[src/sv/fbpid_pkg.sv]
// Package for the flywheel bang/ID speed controller.
// Field widths, register indexes, reset values and accumulator sizing.
// No dependencies; used by the interfaces and all modules.
package fbpid_pkg;

  // Gain fraction bits of the Q-format integral and derivative gains.
  localparam int GAIN_FRAC_BITS = 8;

  // Field widths.
  localparam int SPEED_W  = 12;
  localparam int TARGET_W = 11;
  localparam int BAND_W   = 8;
  localparam int GAIN_W   = 8;
  localparam int POWER_W  = 7;
  localparam int EST_W    = 16;
  localparam int ERR_W    = 13;
  localparam int CFG_IDX_W  = 2;
  localparam int CFG_DATA_W = 11;

  // Product widths: 9-bit signed gain times 13/14-bit signed error terms.
  localparam int PROD_I_W = GAIN_W + 1 + ERR_W;
  localparam int PROD_D_W = GAIN_W + 1 + ERR_W + 1;
  // Sum width covers the shifted accumulator and both products with headroom.
  localparam int SUM_BASE_W = ((EST_W + GAIN_FRAC_BITS) > PROD_D_W) ?
                              (EST_W + GAIN_FRAC_BITS) : PROD_D_W;
  localparam int SUM_W = SUM_BASE_W + 2;

  // Configuration register indexes.
  typedef enum logic [CFG_IDX_W-1:0] {
    CFG_TARGET_SPEED    = 2'd0,
    CFG_BANG_BAND       = 2'd1,
    CFG_INTEGRAL_GAIN   = 2'd2,
    CFG_DERIVATIVE_GAIN = 2'd3
  } cfg_idx_t;

  // Mode codes.
  localparam logic MODE_BANG = 1'b0;
  localparam logic MODE_ID   = 1'b1;

  // Reset values and limits.
  localparam logic [TARGET_W-1:0] TARGET_RST   = 11'd420;
  localparam logic [BAND_W-1:0]   BAND_RST     = 8'd5;
  localparam logic [GAIN_W-1:0]   KI_RST       = 8'd10;
  localparam logic [GAIN_W-1:0]   KD_RST       = 8'd128;
  localparam logic signed [EST_W-1:0] ACC_RST  = 16'sd100;
  localparam logic [POWER_W-1:0]  POWER_FULL   = 7'd127;

endpackage

[src/sv/fbpid_if.sv]
// Channel interfaces for the flywheel speed controller: tick input,
// result output and configuration write. Depends on fbpid_pkg.

interface fbpid_in_if;
  logic                                valid;
  logic                                ready;
  logic signed [fbpid_pkg::SPEED_W-1:0] measured_speed;
  logic                                enable;
  modport source (output valid, output measured_speed, output enable, input ready);
  modport sink   (input valid, input measured_speed, input enable, output ready);
endinterface

interface fbpid_out_if;
  logic                                valid;
  logic                                ready;
  logic [fbpid_pkg::POWER_W-1:0]       motor_power;
  logic                                mode;
  logic signed [fbpid_pkg::EST_W-1:0]  power_estimate;
  modport source (output valid, output motor_power, output mode, output power_estimate,
                  input ready);
  modport sink   (input valid, input motor_power, input mode, input power_estimate,
                  output ready);
endinterface

interface fbpid_cfg_if;
  logic                                valid;
  logic                                ready;
  logic [fbpid_pkg::CFG_IDX_W-1:0]     index;
  logic [fbpid_pkg::CFG_DATA_W-1:0]    data;
  modport source (output valid, output index, output data, input ready);
  modport sink   (input valid, input index, input data, output ready);
endinterface

[src/sv/flywheel_bang_pid_speed_control_top.sv]
// Top level of the flywheel bang/ID speed controller.
// Depends on fbpid_pkg and the channel interfaces in fbpid_if.sv.
//
// Usage: every request on in_chan is one control tick carrying the measured
// speed and an enable bit. Each tick yields exactly one result request on
// out_chan with the applied motor power, the mode (bang or ID regulation) and
// the accumulated power estimate. The cfg_chan port writes the target speed,
// bang band and the two Q8 gains; it is always ready and should be written
// only while no tick is in flight.
//
// A tick accepted at a clock edge is held in the input register; when the
// result register is free, a single pass of error, mode, multiply and
// accumulate logic carries it into the result register, which then drives
// the result request. Throughput is one tick per clock while the receiver
// takes results; the state registers update together with the result register,
// which closes the loop between ticks.
//
// Reset (synchronous, active low) restores the register defaults, clears the
// previous error and applied power, selects bang mode and sets the power
// estimate to 100. When the receiver stalls, the result register holds and
// the input register absorbs one more tick before in_chan deasserts ready.
module flywheel_bang_pid_speed_control_top (
  input  logic         clk,
  input  logic         rst_n,
  fbpid_in_if.sink     in_chan,
  fbpid_out_if.source  out_chan,
  fbpid_cfg_if.sink    cfg_chan
);

  localparam int F  = fbpid_pkg::GAIN_FRAC_BITS;
  localparam int SW = fbpid_pkg::SUM_W;

  // Configuration registers.
  logic [fbpid_pkg::TARGET_W-1:0] target_r;
  logic [fbpid_pkg::BAND_W-1:0]   band_r;
  logic [fbpid_pkg::GAIN_W-1:0]   ki_r;
  logic [fbpid_pkg::GAIN_W-1:0]   kd_r;

  // Input register stage.
  logic                                 s1_valid_r;
  logic signed [fbpid_pkg::SPEED_W-1:0] s1_speed_r;
  logic                                 s1_enable_r;

  // Controller state.
  logic signed [fbpid_pkg::ERR_W-1:0]   prev_err_r;
  logic signed [fbpid_pkg::EST_W-1:0]   acc_r;
  logic                                 mode_r;
  logic [fbpid_pkg::POWER_W-1:0]        power_r;

  // Result register.
  logic                                 out_valid_r;
  logic [fbpid_pkg::POWER_W-1:0]        out_power_r;
  logic                                 out_mode_r;
  logic signed [fbpid_pkg::EST_W-1:0]   out_est_r;

  // Datapath signals.
  logic                                 advance;
  logic signed [fbpid_pkg::ERR_W-1:0]   speed_ext;
  logic signed [fbpid_pkg::ERR_W-1:0]   err;
  logic signed [fbpid_pkg::ERR_W-1:0]   thresh;
  logic signed [fbpid_pkg::ERR_W:0]     err_diff;
  logic signed [fbpid_pkg::PROD_I_W-1:0] prod_i;
  logic signed [fbpid_pkg::PROD_D_W-1:0] prod_d;
  logic signed [SW-1:0]                 sum;
  logic signed [SW-1:0]                 quot;
  logic signed [SW-1:0]                 quot_rnd;
  logic signed [fbpid_pkg::EST_W-1:0]   acc_sat;
  logic [fbpid_pkg::POWER_W-1:0]        acc_clamp;
  logic                                 mode_nxt;
  logic signed [fbpid_pkg::ERR_W-1:0]   prev_err_nxt;
  logic signed [fbpid_pkg::EST_W-1:0]   acc_nxt;
  logic [fbpid_pkg::POWER_W-1:0]        power_nxt;

  // The result register frees when it is empty or being taken; the input
  // register then moves forward and can take a new tick in the same cycle.
  assign advance        = !out_valid_r || out_chan.ready;
  assign in_chan.ready  = !s1_valid_r || advance;
  assign cfg_chan.ready = 1'b1;

  assign out_chan.valid          = out_valid_r;
  assign out_chan.motor_power    = out_power_r;
  assign out_chan.mode           = out_mode_r;
  assign out_chan.power_estimate = out_est_r;

  // Error and band threshold, both as 13-bit signed values.
  assign speed_ext = {s1_speed_r[fbpid_pkg::SPEED_W-1], s1_speed_r};
  assign err       = $signed({2'b00, target_r}) - speed_ext;
  assign thresh    = $signed({2'b00, target_r}) - $signed({5'b00000, band_r});
  assign err_diff  = {prev_err_r[fbpid_pkg::ERR_W-1], prev_err_r}
                   - {err[fbpid_pkg::ERR_W-1], err};

  // Gains are unsigned, so each gets a zero sign bit before the multiply.
  assign prod_i = $signed({1'b0, ki_r}) * err;
  assign prod_d = $signed({1'b0, kd_r}) * err_diff;

  // Accumulate in Q(F), then divide by 2^F truncating toward zero: the
  // arithmetic shift floors, so negative sums with a remainder get one back.
  assign sum = ($signed({{(SW-fbpid_pkg::EST_W){acc_r[fbpid_pkg::EST_W-1]}}, acc_r}) <<< F)
             + $signed({{(SW-fbpid_pkg::PROD_I_W){prod_i[fbpid_pkg::PROD_I_W-1]}}, prod_i})
             + $signed({{(SW-fbpid_pkg::PROD_D_W){prod_d[fbpid_pkg::PROD_D_W-1]}}, prod_d});
  assign quot     = sum >>> F;
  assign quot_rnd = quot + $signed({{(SW-1){1'b0}},
                                    (sum[SW-1] && (|sum[F-1:0]))});

  always_comb begin
    // Saturate to 16 bits: the value fits when all upper bits match the sign.
    if ((&quot_rnd[SW-1:fbpid_pkg::EST_W-1]) || !(|quot_rnd[SW-1:fbpid_pkg::EST_W-1])) begin
      acc_sat = quot_rnd[fbpid_pkg::EST_W-1:0];
    end else if (quot_rnd[SW-1]) begin
      acc_sat = {1'b1, {(fbpid_pkg::EST_W-1){1'b0}}};
    end else begin
      acc_sat = {1'b0, {(fbpid_pkg::EST_W-1){1'b1}}};
    end
  end

  // Clamp the estimate to the motor range 0..127.
  always_comb begin
    if (acc_sat[fbpid_pkg::EST_W-1]) begin
      acc_clamp = '0;
    end else if (|acc_sat[fbpid_pkg::EST_W-2:fbpid_pkg::POWER_W]) begin
      acc_clamp = fbpid_pkg::POWER_FULL;
    end else begin
      acc_clamp = acc_sat[fbpid_pkg::POWER_W-1:0];
    end
  end

  // Next state for the tick in the input register.
  always_comb begin
    mode_nxt     = mode_r;
    prev_err_nxt = prev_err_r;
    acc_nxt      = acc_r;
    power_nxt    = power_r;
    if (s1_enable_r) begin
      prev_err_nxt = err;
      // Exactly at the band edge the previous mode stays.
      if (speed_ext < thresh) begin
        mode_nxt = fbpid_pkg::MODE_BANG;
      end else if (speed_ext > thresh) begin
        mode_nxt = fbpid_pkg::MODE_ID;
      end
      if (mode_nxt == fbpid_pkg::MODE_BANG) begin
        power_nxt = fbpid_pkg::POWER_FULL;
      end else begin
        acc_nxt   = acc_sat;
        power_nxt = acc_clamp;
      end
    end else if (power_r != '0) begin
      // Disabled ticks ramp the motor down one step at a time.
      power_nxt = power_r - {{(fbpid_pkg::POWER_W-1){1'b0}}, 1'b1};
    end
  end

  always_ff @(posedge clk) begin
    if (!rst_n) begin
      target_r    <= fbpid_pkg::TARGET_RST;
      band_r      <= fbpid_pkg::BAND_RST;
      ki_r        <= fbpid_pkg::KI_RST;
      kd_r        <= fbpid_pkg::KD_RST;
      s1_valid_r  <= 1'b0;
      prev_err_r  <= '0;
      acc_r       <= fbpid_pkg::ACC_RST;
      mode_r      <= fbpid_pkg::MODE_BANG;
      power_r     <= '0;
      out_valid_r <= 1'b0;
    end else begin
      if (cfg_chan.valid) begin
        case (fbpid_pkg::cfg_idx_t'(cfg_chan.index))
          fbpid_pkg::CFG_TARGET_SPEED:    target_r <= cfg_chan.data;
          fbpid_pkg::CFG_BANG_BAND:       band_r   <= cfg_chan.data[fbpid_pkg::BAND_W-1:0];
          fbpid_pkg::CFG_INTEGRAL_GAIN:   ki_r     <= cfg_chan.data[fbpid_pkg::GAIN_W-1:0];
          fbpid_pkg::CFG_DERIVATIVE_GAIN: kd_r     <= cfg_chan.data[fbpid_pkg::GAIN_W-1:0];
          default: ;
        endcase
      end
      if (in_chan.ready) begin
        s1_valid_r <= in_chan.valid;
      end
      if (advance) begin
        out_valid_r <= s1_valid_r;
        if (s1_valid_r) begin
          prev_err_r <= prev_err_nxt;
          acc_r      <= acc_nxt;
          mode_r     <= mode_nxt;
          power_r    <= power_nxt;
        end
      end
    end
  end

  // Payload registers need no reset.
  always_ff @(posedge clk) begin
    if (in_chan.ready && in_chan.valid) begin
      s1_speed_r  <= in_chan.measured_speed;
      s1_enable_r <= in_chan.enable;
    end
    if (advance && s1_valid_r) begin
      out_power_r <= power_nxt;
      out_mode_r  <= mode_nxt;
      out_est_r   <= acc_nxt;
    end
  end

endmodule

[src/flat_wrapper.sv]
// flat-port wrapper written by rule: the top's interface ports become plain ports
module flywheel_bang_pid_speed_control_top_flat 
  (clk, rst_n, in_chan_valid, in_chan_measured_speed, in_chan_enable, in_chan_ready, out_chan_valid, out_chan_motor_power, out_chan_mode, out_chan_power_estimate, out_chan_ready, cfg_chan_valid, cfg_chan_index, cfg_chan_data, cfg_chan_ready);
  fbpid_in_if in_chan_i ();
  fbpid_out_if out_chan_i ();
  fbpid_cfg_if cfg_chan_i ();
  input  logic clk;
  input  logic rst_n;
  input wire logic [$bits(in_chan_i.valid)-1:0] in_chan_valid;
  input wire logic [$bits(in_chan_i.measured_speed)-1:0] in_chan_measured_speed;
  input wire logic [$bits(in_chan_i.enable)-1:0] in_chan_enable;
  output wire logic [$bits(in_chan_i.ready)-1:0] in_chan_ready;
  output wire logic [$bits(out_chan_i.valid)-1:0] out_chan_valid;
  output wire logic [$bits(out_chan_i.motor_power)-1:0] out_chan_motor_power;
  output wire logic [$bits(out_chan_i.mode)-1:0] out_chan_mode;
  output wire logic [$bits(out_chan_i.power_estimate)-1:0] out_chan_power_estimate;
  input wire logic [$bits(out_chan_i.ready)-1:0] out_chan_ready;
  input wire logic [$bits(cfg_chan_i.valid)-1:0] cfg_chan_valid;
  input wire logic [$bits(cfg_chan_i.index)-1:0] cfg_chan_index;
  input wire logic [$bits(cfg_chan_i.data)-1:0] cfg_chan_data;
  output wire logic [$bits(cfg_chan_i.ready)-1:0] cfg_chan_ready;
  assign in_chan_i.valid = in_chan_valid;
  assign in_chan_i.measured_speed = in_chan_measured_speed;
  assign in_chan_i.enable = in_chan_enable;
  assign in_chan_ready = in_chan_i.ready;
  assign out_chan_valid = out_chan_i.valid;
  assign out_chan_motor_power = out_chan_i.motor_power;
  assign out_chan_mode = out_chan_i.mode;
  assign out_chan_power_estimate = out_chan_i.power_estimate;
  assign out_chan_i.ready = out_chan_ready;
  assign cfg_chan_i.valid = cfg_chan_valid;
  assign cfg_chan_i.index = cfg_chan_index;
  assign cfg_chan_i.data = cfg_chan_data;
  assign cfg_chan_ready = cfg_chan_i.ready;
  flywheel_bang_pid_speed_control_top u_core (.clk(clk), .rst_n(rst_n), .in_chan(in_chan_i), .out_chan(out_chan_i), .cfg_chan(cfg_chan_i));
endmodule
[config.mk]
export PLATFORM = sky130hd
export DESIGN_NAME = flywheel_bang_pid_speed_control_top_flat
export DESIGN_NICKNAME = d
export VERILOG_FILES = /design/src/sv/fbpid_pkg.sv /design/src/sv/fbpid_if.sv /design/src/sv/flywheel_bang_pid_speed_control_top.sv /design/src/flat_wrapper.sv
export SDC_FILE = /design/constraint.sdc
export NUM_CORES = 1
export LEC_CHECK = 0
export BUFFER_PORTS_ARGS = -buffer_cell sky130_fd_sc_hd__buf_2
export CAP_MARGIN = 25
export CELL_PAD_IN_SITES_DETAIL_PLACEMENT = 1
export CELL_PAD_IN_SITES_GLOBAL_PLACEMENT = 1
export CORE_MARGIN = 5
export CORE_UTILIZATION = 40
export DETAILED_ROUTE_END_ITERATION = 12
export PLACE_DENSITY_LB_ADDON = 0.2
export SLEW_MARGIN = 10
export SYNTH_ARGS = -nofsm -noshare
export SYNTH_HDL_FRONTEND = slang
export SYNTH_SLANG_ARGS = --single-unit
export TNS_END_PERCENT = 100
[constraint.sdc]
create_clock -name clk -period 14.5 [get_ports clk]
set_clock_uncertainty 0.2 [all_clocks]
set_input_delay 2.9 -clock clk [delete_from_list [all_inputs] [get_ports clk]]
set_output_delay 2.9 -clock clk [all_outputs]
set_load 0.01 [all_outputs]
# After elaboration in Yosys (flattened, before gate mapping)
# Cells that the tools add are included.
# totals
output_inout_bits	27
reg_bits	111
elab_cells	63
input_bits	31
# op_classes
reduce_logical	21
mux	13
multipliers	2
eq_ne	3
add_sub_neg	7
magnitude_cmp	2
# ops
cell	count
$mux W16	4
$mux W7	5
$add A25 B23 Y26	1
$add A24 B22 Y25	1
$mul A9 B14 Y23	1
$mul A9 B13 Y22	1
$add A18 B2 Y19	1
$reduce_or A8 Y1	2
$sub A13 B13 Y14	1
$sub A12 B12 Y13	1
$gt A12 B12 Y1	1
$lt A12 B12 Y1	1
$sub A11 B8 Y12	1
$reduce_and A11 Y1	1
$reduce_or A11 Y1	1
$reduce_and A2 Y1	5
$reduce_bool A7 Y1	1
$sub A7 B1 Y7 const B	1
$eq A2 B2 Y1 const B	2
$mux W1	4
$logic_and A1 B1 Y1	3
$logic_not A1 Y1	3
$logic_or A1 B1 Y1	3
$reduce_and A3 Y1	1
other kinds (2)	2

# Longest topological paths before layout
# depth
ltp_word	16
depth_mapped	58

# Worst setup path before layout
# No wires, ideal clock.
# synth_path
path_kind	reg2reg
startpoint	register u_core.s1_speed_r[1] in the netlist's numbering
endpoint	register u_core.out_power_r (netlist bit u_core.out_chan.motor_power[6]), data pin
arrival_time_ns	11.521
path_stages_with_launch	56
n_path_buf	4
required_ns	14.045
slack_ns	2.524
setup_time_ns	0.255
cell_sequence	edfxtp_1 -> inv_1 -> ha_1 -> nor2b_1 -> o21ai_0 -> a21boi_0 -> o21ai_0 -> a21boi_0 -> o21ai_0 -> a21boi_0 -> o21ai_0 -> nor2b_1 -> xnor2_1 -> inv_1 -> ha_1 -> or2_2 -> a21oi_1 -> a311oi_1 -> (+20 left out) -> o21bai_1 -> a21oi_1 -> xnor2_1 -> o21a_1 -> ha_1 -> ha_1 -> nand2_1 -> mux2i_1 -> nand3_1 -> or3_1 -> buf_4 -> nor4_1 -> nand3_1 -> and4_4 -> buf_6 -> nor4_1 -> o21ai_1 -> and3_1
# synth_between
elab_chain_cells	16
elab_cells_between_ends	25
classes_between	5 x add/sub; 2 x mul; 2 x order compare; 9 x mux; 7 x reduce/logical
# synth_rtl
element	line	rtl
start, declared	flywheel_bang_pid_speed_control_top.sv:41	logic signed [fbpid_pkg::SPEED_W-1:0] s1_speed_r;
start signal, assigned	flywheel_bang_pid_speed_control_top.sv:193	s1_speed_r <= in_chan.measured_speed;
$sub A12 B12 Y13	flywheel_bang_pid_speed_control_top.sv:87	assign err = $signed({2'b00, target_r}) - speed_ext;
$mul A9 B13 Y22 / $sub A13 B13 Y14 (equally long branches)	flywheel_bang_pid_speed_control_top.sv:93, flywheel_bang_pid_speed_control_top.sv:90	
$add A24 B22 Y25 / $mul A9 B14 Y23 (equally long branches)	flywheel_bang_pid_speed_control_top.sv:99, flywheel_bang_pid_speed_control_top.sv:94	
$add A25 B23 Y26	flywheel_bang_pid_speed_control_top.sv:100	+ $signed({{(SW-fbpid_pkg::PROD_D_W){prod_d[fbpid_pkg::PROD_D_W-1]}}, prod_d});
$reduce_or A8 Y1	flywheel_bang_pid_speed_control_top.sv:103	(sum[SW-1] && (|sum[F-1:0]))});
$logic_and A1 B1 Y1	flywheel_bang_pid_speed_control_top.sv:103	
$add A18 B2 Y19	flywheel_bang_pid_speed_control_top.sv:102	assign quot_rnd = quot + $signed({{(SW-1){1'b0}},
$reduce_or A11 Y1	flywheel_bang_pid_speed_control_top.sv:107	if ((&quot_rnd[SW-1:fbpid_pkg::EST_W-1]) || !(|quot_rnd[SW-1:fbpid_pkg::EST_W-1])) begin
$logic_not A1 Y1	flywheel_bang_pid_speed_control_top.sv:107	
$logic_or A1 B1 Y1	flywheel_bang_pid_speed_control_top.sv:107	
$mux W16	flywheel_bang_pid_speed_control_top.sv:107	
$reduce_or A8 Y1	flywheel_bang_pid_speed_control_top.sv:120	end else if (|acc_sat[fbpid_pkg::EST_W-2:fbpid_pkg::POWER_W]) begin
$mux W7	flywheel_bang_pid_speed_control_top.sv:120	
$mux W7	flywheel_bang_pid_speed_control_top.sv:118	if (acc_sat[fbpid_pkg::EST_W-1]) begin
$mux W7 (*)	flywheel_bang_pid_speed_control_top.sv:141	if (mode_nxt == fbpid_pkg::MODE_BANG) begin
$mux W7 (*)	flywheel_bang_pid_speed_control_top.sv:133	if (s1_enable_r) begin
named net u_core.power_nxt (one bit)	flywheel_bang_pid_speed_control_top.sv:72	logic [fbpid_pkg::POWER_W-1:0] power_nxt;
end signal, assigned	flywheel_bang_pid_speed_control_top.sv:197	out_power_r <= power_nxt;
end, declared	flywheel_bang_pid_speed_control_top.sv:52	logic [fbpid_pkg::POWER_W-1:0] out_power_r;
# Mark *: on every way through the listed nets, which the timed path passes. The rest lies on a longest branch. The select of a mux whose other input is x is not followed.
# A chain may end at the register's enable or synchronous reset.

# Worst setup path after layout
# layout_path
startpoint	register u_core.s1_speed_r[0] in the netlist's numbering
endpoint	register u_core.out_power_r (netlist bit u_core.out_chan.motor_power[1]), data pin
# Same word-level chain as after synthesis.

==> results.cfg <==
[run_status]
status = completed

[cells_and_area]
syn2layout_area_growth_pct = 7.33
num-fill-cells = 4757
final_common_cell = inv_1
num_antenna_cells = 0
layout_common_cells = inv_1, nand2_1, fa_1
layout-drive-gt1-share_pct = 6.96
nNetsFinal = 2284

[placed_design]
place_ws_ns = 0.499
gp_congestion = 0.918
dp_hpwl_mm = 40.2
io_buffers = 56

[route]
first_iter_violations = 609
vias_per_cell = 5.21
num_vias = 12500
routed_wl_mm = 47.7
ant_nets = 0
drcViolationCount = 0
first_pass_iters = 4
wl_per_cell_um = 19.8

[synth]
synth_xor_area_share_pct = 3.51
syn_inst = 1840
synth_edf_count = 37
synth_fa_ha_area_share_pct = 39.8
ys_top_cells_by_area = fa_1, ha_1, dfxtp_1
synth_ff_type = dfxtp_1
yosysSeqAreaShare_pct = 15.9
yosysTopAreaCellShare_pct = 28.8
synthMuxAreaShare_pct = 0.185
synthArstFlopShare_pct = 0
ys_ff_latch = 111
ys_types = 88
synth_area_leader_cell = fa_1
synth-compound-area-share_pct = 12.4
syn_area_um2 = 16300
synth.avg_cell_area_um2 = 8.84
yosys.area_share.simple_pct = 18.5
syn_nets = 2248
yosys_warnings = 0
synth_top_family_by_area = adder cells

[critical_path]
cpPeakStageDelay_ns = 0.65
crit_top_cell = fa_1
cp-end-kind = flip-flop
crit_slowest_cell = xnor2_1
critPathBufInv = 4
worst_setup_path_start_kind = flip-flop
criticalPathCategory = flip-flop to flip-flop
critPathMaxFanout = 12
critPathRequiredTime_ns = 14.42
crit_arrival_ns = 13.43
path_delay_family = adder cells

[global_routing]
antenna_found_initial = 1
grt_pass1_wl_mm = 77.6
grt_pass1_vias = 13900
grt_usage_pct = 22.0
grt_overflow = 0
grt_start_max_net_pins = 61

[floorplan]
die_area_um2 = 44800
core_area_um2 = 40000
die_height_um = 212
initial_core_util_pct = 40.7
ios = 58
die_x_um = 212
rows = 73

[sta]
fin_ws_ns = 0.998
max_freq_mhz = 74.1
fin_setup_tns_ns = 0
slew_headroom_pct = 37.0
worst_slew_pin_slew_ns = 0.939
min_period_ns = 13.50
finalCritPeriodShare_pct = 93.1
setup_viol = 0
finalHoldViolations = 0
holdWs_ns = 0.265
drv_slew = 0

[cts]
numCtsBuffers = 9
clk_latency_ns = 0.37
htreeDepth = 3
clockRootBuffer = clkbuf_16
cts_setup_buffers = 0
clk_pin_slew_ns = 0.08
cts_sinks = 111
cts_buffer_depth = 2
cts_tree = built

[job]
timing.max_cap.violations = 0

[worst_hold_path]
hold_path_class = flip-flop to flip-flop
## repair_timing
action,4_1_cts,5_1_grt
hold buffers,0,0
resized for setup,0,5
setup endpoints to repair,0,45
## metal layers
metal	track usage, %	up-vias	share of wire, %
met2	38.8	165	50
met5	0	-	0
met3	2.52	35	2.6
met1	29.4	6407	45
li1	-	5918	-
met4	4.06	0	1.8
## synth_stat cells (8+ instances only)
cell type	count
xor2_1	25
ha_1	143
o21ai_0	44
nor2_1	57
and2_1	125
dfxtp_1	74
and3_1	20
inv_1	365
nor3_1	12
nand2b_1	14
o21bai_1	8
o21ai_1	17
fa_1	234
clkbuf_1	39
o211ai_1	8
xnor2_1	37
a22o_1	15
nor4_1	12
a21oi_1	50
a21boi_0	45
a21o_1	11
nor2b_1	39
edfxtp_1	37
nand2_1	246
nand3_1	23
## final timing paths
check | from | to | slack (ns) | cells after the start
worst min register to register | u_core.band_r[3] | u_core.band_r[3] | 0.26 | 2
worst max register to register | u_core.s1_speed_r[0] | u_core.out_chan.motor_power[1] | 1.0 | 48
worst min-delay path | u_core.band_r[3] | u_core.band_r[3] | 0.26 | 2
worst max-delay path | u_core.s1_speed_r[0] | u_core.out_chan.motor_power[1] | 1.0 | 48
## cell families after synthesis
kind of cell               count (synthesis)
and+or+nand+nor                          594
buffers and inverters                    413
adders and majority gates                377
AOI/OAI and AO/OA                        278
DFF                                      111
xor gates and xnor gates                  63
muxes                                      3
other                                      1
## registers in the layout, indices dropped and copies added (netlist names), 7 cells and up
name	count
u_core.acc_r	16
u_core.out_chan.power_estimate	16
u_core.prev_err_r	13
u_core.s1_speed_r	12
u_core.target_r	11
u_core.band_r	8
u_core.kd_r	8
u_core.ki_r	8
u_core.out_chan.motor_power	7
u_core.power_r	7
## through the flow
step                instance area, µm²  util [%]  std cells
finish                           17500      43.7       2406
detailed placement               17100      42.8       2389
floorplan                        16300         -       1840
global placement                 17100      42.8       2389
CTS                              17400      43.5       2405
global route                     17500      43.7       2406
## tightest hold or removal path, cell delays in order, from the launching register on
cell and delay [ns]:
dfxtp_1 0.31, nand2_1 0.05, a21boi_0 0.06
## area by class of cell
type                    instances  area (µm²)  area share [%]
clock buffers                  11         243            1.39
clock inverters                 5        40.0           0.229
inverters                     365        1370            7.84
multi-input cells            1316       12100            69.5
flip-flops and latches        111        2590            14.8
well taps                     525         657            3.76
repair buffers                 73         420            2.41
Power is left out: the tool's default activity adds up to more than one toggle a clock period on the data nets, which glitch-free logic cannot reach.
